File: src/sv/mer_pkg.sv
// ----------------------------------------------------------------------------
// mer_pkg
// Shared widths, controller states and datapath command/status types for
// the midpoint ellipse rasterizer.
// ----------------------------------------------------------------------------
package mer_pkg;

    localparam int COORD_BITS  = 9;
    localparam int OUT_BITS    = COORD_BITS + 2;
    localparam int AXIS_BITS   = 8;
    localparam int SQ_BITS     = 2 * AXIS_BITS;
    localparam int MUL_B_BITS  = 2 * (COORD_BITS + 1);
    localparam int PROD_BITS   = SQ_BITS + MUL_B_BITS;
    localparam int DEC_BITS    = 40;
    localparam int APB_ADDR_W  = 3;
    localparam int APB_DATA_W  = 32;

    localparam logic [AXIS_BITS-1:0] AXIS_X_RESET = AXIS_BITS'(60);
    localparam logic [AXIS_BITS-1:0] AXIS_Y_RESET = AXIS_BITS'(40);

    typedef enum logic {
        REG_SEMI_AXIS_X = 1'b0,
        REG_SEMI_AXIS_Y = 1'b1
    } t_reg_idx;

    typedef enum logic [4:0] {
        ST_IDLE,
        ST_LOAD,
        ST_START_MUL,
        ST_START_SET,
        ST_P1,
        ST_P2,
        ST_Q,
        ST_R1_MUL,
        ST_R1_UPD,
        ST_I_SQX,
        ST_I_M1,
        ST_I_SQY,
        ST_I_M2,
        ST_I_M3,
        ST_I_SUB,
        ST_R2_UPD,
        ST_EMIT
    } t_state;

    typedef enum logic [4:0] {
        OP_NONE,
        OP_LOAD,
        OP_START_MUL,
        OP_START_SET,
        OP_P1,
        OP_P2,
        OP_Q,
        OP_R1_MUL,
        OP_R1_UPD,
        OP_I_SQX,
        OP_I_M1,
        OP_I_SQY,
        OP_I_M2,
        OP_I_M3,
        OP_I_SUB,
        OP_R2_UPD
    } t_dp_op;

    typedef struct packed {
        t_dp_op op;
        logic   latch_center;
        logic   load_out;
    } t_dp_cmd;

    typedef struct packed {
        logic region_one;
        logic in_region_two;
        logic done;
    } t_dp_status;

endpackage

File: src/sv/mer_datapath.sv
// ----------------------------------------------------------------------------
// mer_datapath
// Ellipse step state, one shared multiplier with registered product, the
// 40-bit decision accumulator and the registered output point set.
// ----------------------------------------------------------------------------
module mer_datapath (
    input  logic                               i_clk,
    input  logic                               i_rst_n,
    input  mer_pkg::t_dp_cmd                   i_cmd,
    output mer_pkg::t_dp_status                o_status,
    input  logic [mer_pkg::AXIS_BITS-1:0]      i_semi_axis_x,
    input  logic [mer_pkg::AXIS_BITS-1:0]      i_semi_axis_y,
    input  logic [mer_pkg::COORD_BITS-1:0]     i_center_x,
    input  logic [mer_pkg::COORD_BITS-1:0]     i_center_y,
    output logic signed [mer_pkg::OUT_BITS-1:0] o_px_right,
    output logic signed [mer_pkg::OUT_BITS-1:0] o_px_left,
    output logic signed [mer_pkg::OUT_BITS-1:0] o_py_top,
    output logic signed [mer_pkg::OUT_BITS-1:0] o_py_bottom,
    output logic                               o_last
);
    import mer_pkg::*;

    // step state
    logic [COORD_BITS-1:0] r_x, n_x;
    logic [COORD_BITS-1:0] r_y, n_y;
    logic [DEC_BITS-1:0]   r_dec, n_dec;
    logic                  r_region_two, n_region_two;
    logic                  r_done, n_done;
    logic [COORD_BITS-1:0] r_cx, r_cy;

    // working registers
    logic [SQ_BITS-1:0]    r_a2, r_b2;
    logic [PROD_BITS-1:0]  r_prod, r_p1, r_q;
    logic [MUL_B_BITS-1:0] r_sq;

    logic [SQ_BITS-1:0]    w_mul_a;
    logic [MUL_B_BITS-1:0] w_mul_b;
    logic [PROD_BITS-1:0]  w_prod;

    logic [MUL_B_BITS-1:0] w_x1, w_2x1, w_2x3, w_2y1, w_y1;
    logic [DEC_BITS-1:0]   w_prod4, w_q8, w_p18, w_a2x4, w_b2x4;
    logic [COORD_BITS-1:0] w_y_dec;

    assign w_x1  = MUL_B_BITS'(r_x) + MUL_B_BITS'(1);
    assign w_2x1 = (MUL_B_BITS'(r_x) << 1) + MUL_B_BITS'(1);
    assign w_2x3 = (MUL_B_BITS'(r_x) << 1) + MUL_B_BITS'(3);
    assign w_2y1 = (MUL_B_BITS'(r_y) << 1) - MUL_B_BITS'(1);
    assign w_y1  = MUL_B_BITS'(r_y) - MUL_B_BITS'(1);

    // operand select for the shared multiplier
    always_comb begin
        w_mul_a = '0;
        w_mul_b = '0;
        unique case (i_cmd.op)
            OP_START_MUL: begin
                w_mul_a = r_a2;
                w_mul_b = MUL_B_BITS'(i_semi_axis_y);
            end
            OP_P1: begin
                w_mul_a = r_b2;
                w_mul_b = w_x1;
            end
            OP_P2: begin
                w_mul_a = r_a2;
                w_mul_b = w_2y1;
            end
            OP_Q: begin
                w_mul_a = r_a2;
                w_mul_b = w_y1;
            end
            OP_R1_MUL: begin
                w_mul_a = r_b2;
                w_mul_b = w_2x3;
            end
            OP_I_SQX: begin
                w_mul_a = SQ_BITS'(w_2x1);
                w_mul_b = w_2x1;
            end
            OP_I_M1: begin
                w_mul_a = r_b2;
                w_mul_b = r_sq;
            end
            OP_I_SQY: begin
                w_mul_a = SQ_BITS'(w_y1);
                w_mul_b = w_y1;
            end
            OP_I_M2: begin
                w_mul_a = r_a2;
                w_mul_b = r_sq;
            end
            OP_I_M3: begin
                w_mul_a = r_a2;
                w_mul_b = MUL_B_BITS'(r_b2);
            end
            default: begin
                w_mul_a = '0;
                w_mul_b = '0;
            end
        endcase
    end

    assign w_prod = PROD_BITS'(w_mul_a) * PROD_BITS'(w_mul_b);

    assign w_prod4 = DEC_BITS'(r_prod) << 2;
    assign w_q8    = DEC_BITS'(r_q) << 3;
    assign w_p18   = DEC_BITS'(r_p1) << 3;
    assign w_a2x4  = DEC_BITS'(r_a2) << 2;
    assign w_b2x4  = DEC_BITS'(r_b2) << 2;
    assign w_y_dec = r_y - COORD_BITS'(1);

    assign o_status.region_one    = !r_region_two &&
        (((PROD_BITS+1)'(r_p1) << 1) < (PROD_BITS+1)'(r_prod));
    assign o_status.in_region_two = r_region_two;
    assign o_status.done          = r_done;

    // next step state
    always_comb begin
        n_x          = r_x;
        n_y          = r_y;
        n_dec        = r_dec;
        n_region_two = r_region_two;
        n_done       = r_done;
        unique case (i_cmd.op)
            OP_START_SET: begin
                n_x          = '0;
                n_y          = COORD_BITS'(i_semi_axis_y);
                n_dec        = w_b2x4 + DEC_BITS'(r_a2) - w_prod4;
                n_region_two = 1'b0;
                n_done       = (i_semi_axis_y == '0);
            end
            OP_R1_UPD: begin
                n_x = r_x + COORD_BITS'(1);
                if (r_dec[DEC_BITS-1]) begin
                    n_dec  = r_dec + w_prod4;
                    n_done = (r_y == '0);
                end else begin
                    n_dec  = r_dec + w_prod4 - w_q8;
                    n_y    = w_y_dec;
                    n_done = (w_y_dec == '0);
                end
            end
            OP_I_SQY: n_dec = DEC_BITS'(r_prod);
            OP_I_M3:  n_dec = r_dec + w_prod4;
            OP_I_SUB: begin
                n_dec        = r_dec - w_prod4;
                n_region_two = 1'b1;
            end
            OP_R2_UPD: begin
                n_y    = w_y_dec;
                n_done = (w_y_dec == '0);
                if (r_dec[DEC_BITS-1]) begin
                    n_dec = r_dec + w_p18 + w_a2x4 - w_q8;
                    n_x   = r_x + COORD_BITS'(1);
                end else begin
                    n_dec = r_dec + w_a2x4 - w_q8;
                end
            end
            default: begin
                n_x = r_x;
            end
        endcase
    end

    always_ff @(posedge i_clk) begin
        if (!i_rst_n) begin
            r_x          <= '0;
            r_y          <= '0;
            r_dec        <= '0;
            r_region_two <= 1'b0;
            r_done       <= 1'b1;
            r_cx         <= '0;
            r_cy         <= '0;
        end else begin
            r_x          <= n_x;
            r_y          <= n_y;
            r_dec        <= n_dec;
            r_region_two <= n_region_two;
            r_done       <= n_done;
            if (i_cmd.latch_center) begin
                r_cx <= i_center_x;
                r_cy <= i_center_y;
            end
        end
    end

    // working and output registers carry no reset
    always_ff @(posedge i_clk) begin
        if (i_cmd.op == OP_LOAD) begin
            r_a2 <= SQ_BITS'(i_semi_axis_x) * SQ_BITS'(i_semi_axis_x);
            r_b2 <= SQ_BITS'(i_semi_axis_y) * SQ_BITS'(i_semi_axis_y);
        end
        unique case (i_cmd.op)
            OP_P1:                  r_p1 <= w_prod;
            OP_Q:                   r_q  <= w_prod;
            OP_I_SQX, OP_I_SQY:     r_sq <= MUL_B_BITS'(w_prod);
            OP_START_MUL, OP_P2, OP_R1_MUL, OP_I_M1, OP_I_M2, OP_I_M3:
                                    r_prod <= w_prod;
            default: begin
                r_prod <= r_prod;
            end
        endcase
        if (i_cmd.load_out) begin
            o_px_right  <= OUT_BITS'(r_cx) + OUT_BITS'(r_x);
            o_px_left   <= OUT_BITS'(r_cx) - OUT_BITS'(r_x);
            o_py_top    <= OUT_BITS'(r_cy) + OUT_BITS'(r_y);
            o_py_bottom <= OUT_BITS'(r_cy) - OUT_BITS'(r_y);
            o_last      <= r_done;
        end
    end

endmodule

File: src/sv/mer_ctrl.sv
// ----------------------------------------------------------------------------
// mer_ctrl
// Step sequencer: accepts an item, walks the multiply/accumulate steps of
// the start or advance, and hands the point set to the output register.
// ----------------------------------------------------------------------------
module mer_ctrl (
    input  logic                i_clk,
    input  logic                i_rst_n,
    input  logic                i_valid,
    input  logic                i_func,
    output logic                o_stall,
    output logic                o_valid,
    input  logic                i_stall,
    output mer_pkg::t_dp_cmd    o_cmd,
    input  mer_pkg::t_dp_status i_status
);
    import mer_pkg::*;

    t_state r_state, n_state;
    logic   r_func, n_func;
    logic   r_out_valid, n_out_valid;

    always_ff @(posedge i_clk) begin
        if (!i_rst_n) begin
            r_state     <= ST_IDLE;
            r_func      <= 1'b0;
            r_out_valid <= 1'b0;
        end else begin
            r_state     <= n_state;
            r_func      <= n_func;
            r_out_valid <= n_out_valid;
        end
    end

    always_comb begin
        n_state            = r_state;
        n_func             = r_func;
        o_cmd.op           = OP_NONE;
        o_cmd.latch_center = 1'b0;
        o_cmd.load_out     = 1'b0;
        unique case (r_state)
            ST_IDLE: begin
                if (i_valid) begin
                    n_func             = i_func;
                    o_cmd.latch_center = !i_func;
                    // finished ellipse: repeat the last point set
                    n_state = (i_func && i_status.done) ? ST_EMIT : ST_LOAD;
                end
            end
            ST_LOAD: begin
                o_cmd.op = OP_LOAD;
                n_state  = r_func ? ST_P1 : ST_START_MUL;
            end
            ST_START_MUL: begin
                o_cmd.op = OP_START_MUL;
                n_state  = ST_START_SET;
            end
            ST_START_SET: begin
                o_cmd.op = OP_START_SET;
                n_state  = ST_EMIT;
            end
            ST_P1: begin
                o_cmd.op = OP_P1;
                n_state  = ST_P2;
            end
            ST_P2: begin
                o_cmd.op = OP_P2;
                n_state  = ST_Q;
            end
            ST_Q: begin
                o_cmd.op = OP_Q;
                if (i_status.region_one) begin
                    n_state = ST_R1_MUL;
                end else if (i_status.in_region_two) begin
                    n_state = ST_R2_UPD;
                end else begin
                    n_state = ST_I_SQX;
                end
            end
            ST_R1_MUL: begin
                o_cmd.op = OP_R1_MUL;
                n_state  = ST_R1_UPD;
            end
            ST_R1_UPD: begin
                o_cmd.op = OP_R1_UPD;
                n_state  = ST_EMIT;
            end
            ST_I_SQX: begin
                o_cmd.op = OP_I_SQX;
                n_state  = ST_I_M1;
            end
            ST_I_M1: begin
                o_cmd.op = OP_I_M1;
                n_state  = ST_I_SQY;
            end
            ST_I_SQY: begin
                o_cmd.op = OP_I_SQY;
                n_state  = ST_I_M2;
            end
            ST_I_M2: begin
                o_cmd.op = OP_I_M2;
                n_state  = ST_I_M3;
            end
            ST_I_M3: begin
                o_cmd.op = OP_I_M3;
                n_state  = ST_I_SUB;
            end
            ST_I_SUB: begin
                o_cmd.op = OP_I_SUB;
                n_state  = ST_R2_UPD;
            end
            ST_R2_UPD: begin
                o_cmd.op = OP_R2_UPD;
                n_state  = ST_EMIT;
            end
            ST_EMIT: begin
                // hold while the previous item still sits stalled in the output
                if (!r_out_valid || !i_stall) begin
                    o_cmd.load_out = 1'b1;
                    n_state        = ST_IDLE;
                end
            end
            default: begin
                n_state = ST_IDLE;
            end
        endcase
    end

    assign n_out_valid = o_cmd.load_out || (r_out_valid && i_stall);
    assign o_valid     = r_out_valid;
    assign o_stall     = (r_state != ST_IDLE);

endmodule

File: src/sv/midpoint_ellipse_rasterizer.sv
// ----------------------------------------------------------------------------
// midpoint_ellipse_rasterizer
// Axis-aligned midpoint ellipse rasterizer with APB-programmed semi-axes.
//
// Input channel (i_valid / o_stall): func 0 starts an ellipse at the given
// center and answers the four mirrored points of offset (0, b); func 1
// advances one midpoint step. Every item gives exactly one output item
// (o_valid / i_stall) carrying the four mirrored coordinates and last.
// A start, a region-one step, a steady region-two step and the step that
// enters region two each walk their own sequence of sequencer states; an
// advance after last goes straight to the output. The next item is taken
// in the cycle after the output is loaded. The step length is set by the
// single shared multiplier, used for one product of the step per state.
// The output register lets one finished item wait while the next is worked;
// a stalled output holds its payload, and a further result waits for it.
// Reset clears the step state to a finished ellipse at center zero and sets
// the semi-axes to 60 and 40. Write the semi-axes only while idle.
// ----------------------------------------------------------------------------
module midpoint_ellipse_rasterizer (
    input  logic                                  i_clk,
    input  logic                                  i_rst_n,
    // input items
    input  logic                                  i_valid,
    output logic                                  o_stall,
    input  logic                                  i_func,
    input  logic [mer_pkg::COORD_BITS-1:0]        i_center_x,
    input  logic [mer_pkg::COORD_BITS-1:0]        i_center_y,
    // output items
    output logic                                  o_valid,
    input  logic                                  i_stall,
    output logic signed [mer_pkg::OUT_BITS-1:0]   o_px_right,
    output logic signed [mer_pkg::OUT_BITS-1:0]   o_px_left,
    output logic signed [mer_pkg::OUT_BITS-1:0]   o_py_top,
    output logic signed [mer_pkg::OUT_BITS-1:0]   o_py_bottom,
    output logic                                  o_last,
    // configuration
    input  logic                                  psel,
    input  logic                                  penable,
    input  logic                                  pwrite,
    input  logic [mer_pkg::APB_ADDR_W-1:0]        paddr,
    input  logic [mer_pkg::APB_DATA_W-1:0]        pwdata,
    output logic [mer_pkg::APB_DATA_W-1:0]        prdata,
    output logic                                  pready
);
    import mer_pkg::*;

    logic [AXIS_BITS-1:0] r_semi_axis_x;
    logic [AXIS_BITS-1:0] r_semi_axis_y;
    t_reg_idx             w_reg_idx;
    logic                 w_wr;
    t_dp_cmd              w_cmd;
    t_dp_status           w_status;

    assign pready    = 1'b1;
    assign w_reg_idx = t_reg_idx'(paddr[2]);
    assign w_wr      = psel && penable && pwrite && pready;

    always_ff @(posedge i_clk) begin
        if (!i_rst_n) begin
            r_semi_axis_x <= AXIS_X_RESET;
            r_semi_axis_y <= AXIS_Y_RESET;
        end else if (w_wr) begin
            unique case (w_reg_idx)
                REG_SEMI_AXIS_X: r_semi_axis_x <= pwdata[AXIS_BITS-1:0];
                REG_SEMI_AXIS_Y: r_semi_axis_y <= pwdata[AXIS_BITS-1:0];
                default:         r_semi_axis_x <= r_semi_axis_x;
            endcase
        end
    end

    always_comb begin
        unique case (w_reg_idx)
            REG_SEMI_AXIS_X: prdata = APB_DATA_W'(r_semi_axis_x);
            REG_SEMI_AXIS_Y: prdata = APB_DATA_W'(r_semi_axis_y);
            default:         prdata = '0;
        endcase
    end

    mer_ctrl u_ctrl (
        .i_clk    (i_clk),
        .i_rst_n  (i_rst_n),
        .i_valid  (i_valid),
        .i_func   (i_func),
        .o_stall  (o_stall),
        .o_valid  (o_valid),
        .i_stall  (i_stall),
        .o_cmd    (w_cmd),
        .i_status (w_status)
    );

    mer_datapath u_datapath (
        .i_clk         (i_clk),
        .i_rst_n       (i_rst_n),
        .i_cmd         (w_cmd),
        .o_status      (w_status),
        .i_semi_axis_x (r_semi_axis_x),
        .i_semi_axis_y (r_semi_axis_y),
        .i_center_x    (i_center_x),
        .i_center_y    (i_center_y),
        .o_px_right    (o_px_right),
        .o_px_left     (o_px_left),
        .o_py_top      (o_py_top),
        .o_py_bottom   (o_py_bottom),
        .o_last        (o_last)
    );

endmodule
File: config.mk
export PLATFORM = sky130hd
export DESIGN_NAME = midpoint_ellipse_rasterizer
export DESIGN_NICKNAME = d
export VERILOG_FILES = /design/src/sv/mer_pkg.sv /design/src/sv/mer_datapath.sv /design/src/sv/mer_ctrl.sv /design/src/sv/midpoint_ellipse_rasterizer.sv
export SDC_FILE = /design/constraint.sdc
export NUM_CORES = 2
export LEC_CHECK = 0
export ABC_AREA = 0
export BUFFER_PORTS_ARGS = -buffer_cell sky130_fd_sc_hd__buf_2
export CORE_AREA = 2 2 321 323
export CTS_CLUSTER_SIZE = 28
export DETAILED_ROUTE_END_ITERATION = 8
export DIE_AREA = 0 0 323 325
export PLACE_DENSITY = 0.64
export SKIP_LAST_GASP = 1
export SYNTH_ARGS = -nofsm -noshare
export SYNTH_HDL_FRONTEND = slang
export SYNTH_SLANG_ARGS = --single-unit
File: constraint.sdc
create_clock -name i_clk -period 11.5 [get_ports i_clk]
set_input_delay 1.15 -clock i_clk [delete_from_list [all_inputs] [get_ports i_clk]]
set_output_delay 1.15 -clock i_clk [all_outputs]
set_load 0.05 [all_outputs]
==> run metrics <==
DR WL met3 between 10 and 15 mm; Via Count 34726; CTS Hold Bufs 0; adder-cell area share of the yosys netlist 33.47%; critical path data arrival time between 10 and 15 ns; XOR/XNOR share of the synthesized area 5.693%; largest family of logic cells by synthesized area adder cells; Yosys cell types 80; ys flop type edfxtp_1; Final min period 10.04 ns; Die Ht 325 µm; Slew @ Worst Pin 1.339 ns; clock buffer depth 3; Clock Pin Slew Worst Setup and Hold Paths roughly 0.06 ns; H-tree Lvls 2; drt first-iter violations roughly 3600; skew final 0.02969 ns; Pre-antenna DRT Iters 8; startpoint types flip-flop; vias in the first global route between 30000 and 40000; die area 105000 µm²; Fin Setup TNS 0 ns; largest net degree at the start of global routing 71; DR top layer met4; gr ovfl total 0; YS warnings 0; initial antenna violation count 3; Die Wd 323 µm; final hold vios 0; HPWL after detailed placement approximately 100 mm; outcome finished clean; Net count, final 5637; TritonCTS clock tree done; post-synthesis sequential area ratio ~20%; Gate Count Post-Synth approximately 4700; Design Area, Final roughly 44000 µm²; io pins 141; WHS 0.4648 ns; global-route usage over all layers 24.67%; final worst path period share 87.35%; antenna-violating nets left 0; CTS Buf Count 37; postcts setup bufs 0; first-pass GRT wire length 201.6 mm; Worst Path Required 11.80 ns; placed cell areas 42380 µm²; Max Fclk approximately 100 MHz; Post-Synth Simple-Gate Area 14.00%; Lkg Pwr 0.02089 µW; mux share of post-synthesis cell area less than 1%; WL met2 slightly below 60 mm; Setup CP Type flip-flop to flip-flop; ratio of cells with drive above 1 in the final layout 5.789%; final wirelength ~130 mm; PwrDens 86.46 nW/µm²; area grow syn2layout 8.161%; WL met1 between 50 and 60 mm; register bit total from synthesis between 200 and 300; RSZ-0062 raised after global routing false; syn_area_per_cell 8.610 µm²; core area 101300 µm²; root buf cell clkbuf_16; Remaining DRCs 0; Worst-Skew Late Latency 0.59 ns; GPL Wtd Cong approximately 1; Compound-Gate Fraction of Synth Area between 15 and 20%; routed len/inst approximately 21 µm; via/cell ratio 5.675; Final Slew Violations 0; Critical Path Fanout Max 25; Rel. slew slack 10.03%; Post-synth ARST share 0%; # port buffers 87; initial core utilization 39.79%; min-delay worst type flip-flop to flip-flop; site row count around 120; endpoint class of the critical path flip-flop; Peak VDD IR 0.00008742 V; mapped cell area ~40000 µm²; final setup fails 0; Post-synth EDFFs just under 200; PostCTS Resize Cnt 0; # clock sinks 297; Max-Cap Viols 0
-- worst max-delay path, cell delays in order, from the launching register on --
cell,delay (ns)
dfxtp_1,0.89
nand3_1,0.84
nor2_1,0.91
a211o_1,0.78
nand2_1,0.14
fa_1,0.52
inv_1,0.05
fa_1,0.49
inv_1,0.05
fa_1,0.52
inv_1,0.05
fa_1,0.45
fa_1,0.51
fa_1,0.41
ha_1,0.36
o21ai_0,0.26
nor2_1,0.08
o21ai_0,0.08
o22ai_1,0.13
o31ai_1,0.26
buf_4,0.20
o31a_1,0.21
nor2_1,0.08
o41ai_1,0.67
o2111ai_1,0.23
a21oi_1,0.23
xnor2_1,0.31
-- report_power, final --
part | internal [µW] | total (µW) | switching (µW)
Sequential | 1200 | 1270 | 67.9
Clock | 682 | 1200 | 515
Combinational | 481 | 1310 | 825
-- routing by layer --
layer,GRT usage (%),up-vias
li1,-,16044
met1,33.41,16832
met2,38.91,1535
met3,3.960,315
met4,10.50,0
met5,0,-
-- cells in the final DEF, fill, tap and decap left out, types with 36 or more instances in the layout --
cell type / n
o21ai_0: 192
dfxtp_1: 98
nor2b_1: 38
clkbuf_16: 38
and2_1: 36
a221oi_1: 47
a31oi_1: 44
a21o_1: 145
buf_4: 71
edfxtp_1: 197
nor3_1: 44
ha_1: 483
fa_1: 372
o21bai_1: 44
buf_2: 87
nor2_1: 383
inv_1: 707
xor2_1: 91
nand2b_1: 53
nand2_1: 474
a21oi_1: 309
o21a_1: 37
xnor2_1: 171
a211oi_1: 39
nand3_1: 55
-- worst paths after layout --
kind / endpoint / from / depth (start not counted) / slack, ns
setup / recovery: u_datapath.r_prod[35] / u_ctrl.r_state[1] / 26 / 1.46
hold / removal: u_ctrl.r_state[0] / u_ctrl.r_state[0] / 1 / 0.46
setup reg to reg: u_datapath.r_prod[35] / u_ctrl.r_state[1] / 26 / 1.46
hold reg to reg: u_ctrl.r_state[0] / u_ctrl.r_state[0] / 1 / 0.46
-- cell families after synthesis --
kind of cell,after synthesis
AND/OR/NAND/NOR,1256
AO/OA/AOI/OAI,1101
buffers and inverters,890
adder cells (fa/ha/maj),855
flip-flops,297
XOR/XNOR,262
multiplexers,18
other,2
-- sequential cells by signal, indices dropped and copies added (netlist names), 9 cells and up --
| register | count |
|---|---|
| u_datapath.r_x | 9 |
| u_datapath.r_cx | 9 |
| u_datapath.r_cy | 9 |
| u_datapath.o_px_right | 10 |
| u_datapath.r_dec | 39 |
| u_datapath.r_y | 9 |
| u_datapath.r_q | 36 |
| u_datapath.r_b2 | 15 |
| u_datapath.o_px_left | 9 |
| u_datapath.r_p1 | 36 |
| u_datapath.r_sq | 20 |
| u_datapath.r_a2 | 15 |
| u_datapath.r_prod | 36 |
| u_datapath.o_py_bottom | 9 |
| u_datapath.o_py_top | 10 |
-- cell usage after synthesis (all sizes together) (51+ instances only) --
cell type	instances	area share (%)
nor2	386	3.6
edfxtp	197	15
a221oi	51	1.1
nand2b	53	0.82
o21ai	195	2.4
a21oi	311	3.9
a21o	145	2.7
nand2	474	4.4
nand3	55	0.68
fa	372	18
xor2	91	2.0
inv	708	6.6
dfxtp	100	5.0
ha	483	15
xnor2	171	3.7
clkbuf	143	1.3
-- per-stage QoR --
step	util, %	setup WS (ns)	std cells	total power (µW)
after floorplan	-	2.661	4706	2211
after global placement	41.84	1.618	6050	2544
after detailed placement	41.84	1.575	6050	2559
after CTS	43.03	1.525	6118	3762
after global routing	43.03	0.9128	6118	3947
final	43.03	1.455	6119	3769
-- cell type report --
class | instances | area [µm²]
Inverter | 708 | 2658
Clock buffer | 45 | 977.2
Clock inverter | 23 | 230.2
Sequential cell | 297 | 7920
Tap cell | 1368 | 1712
Timing Repair Buffer | 158 | 968.4
Multi-Input combinational cell | 3519 | 29130
Antenna cell | 1 | 2.502
Fill cell | 10037 | 57710
No activity file was read; power rests on OpenSTA's default activity.
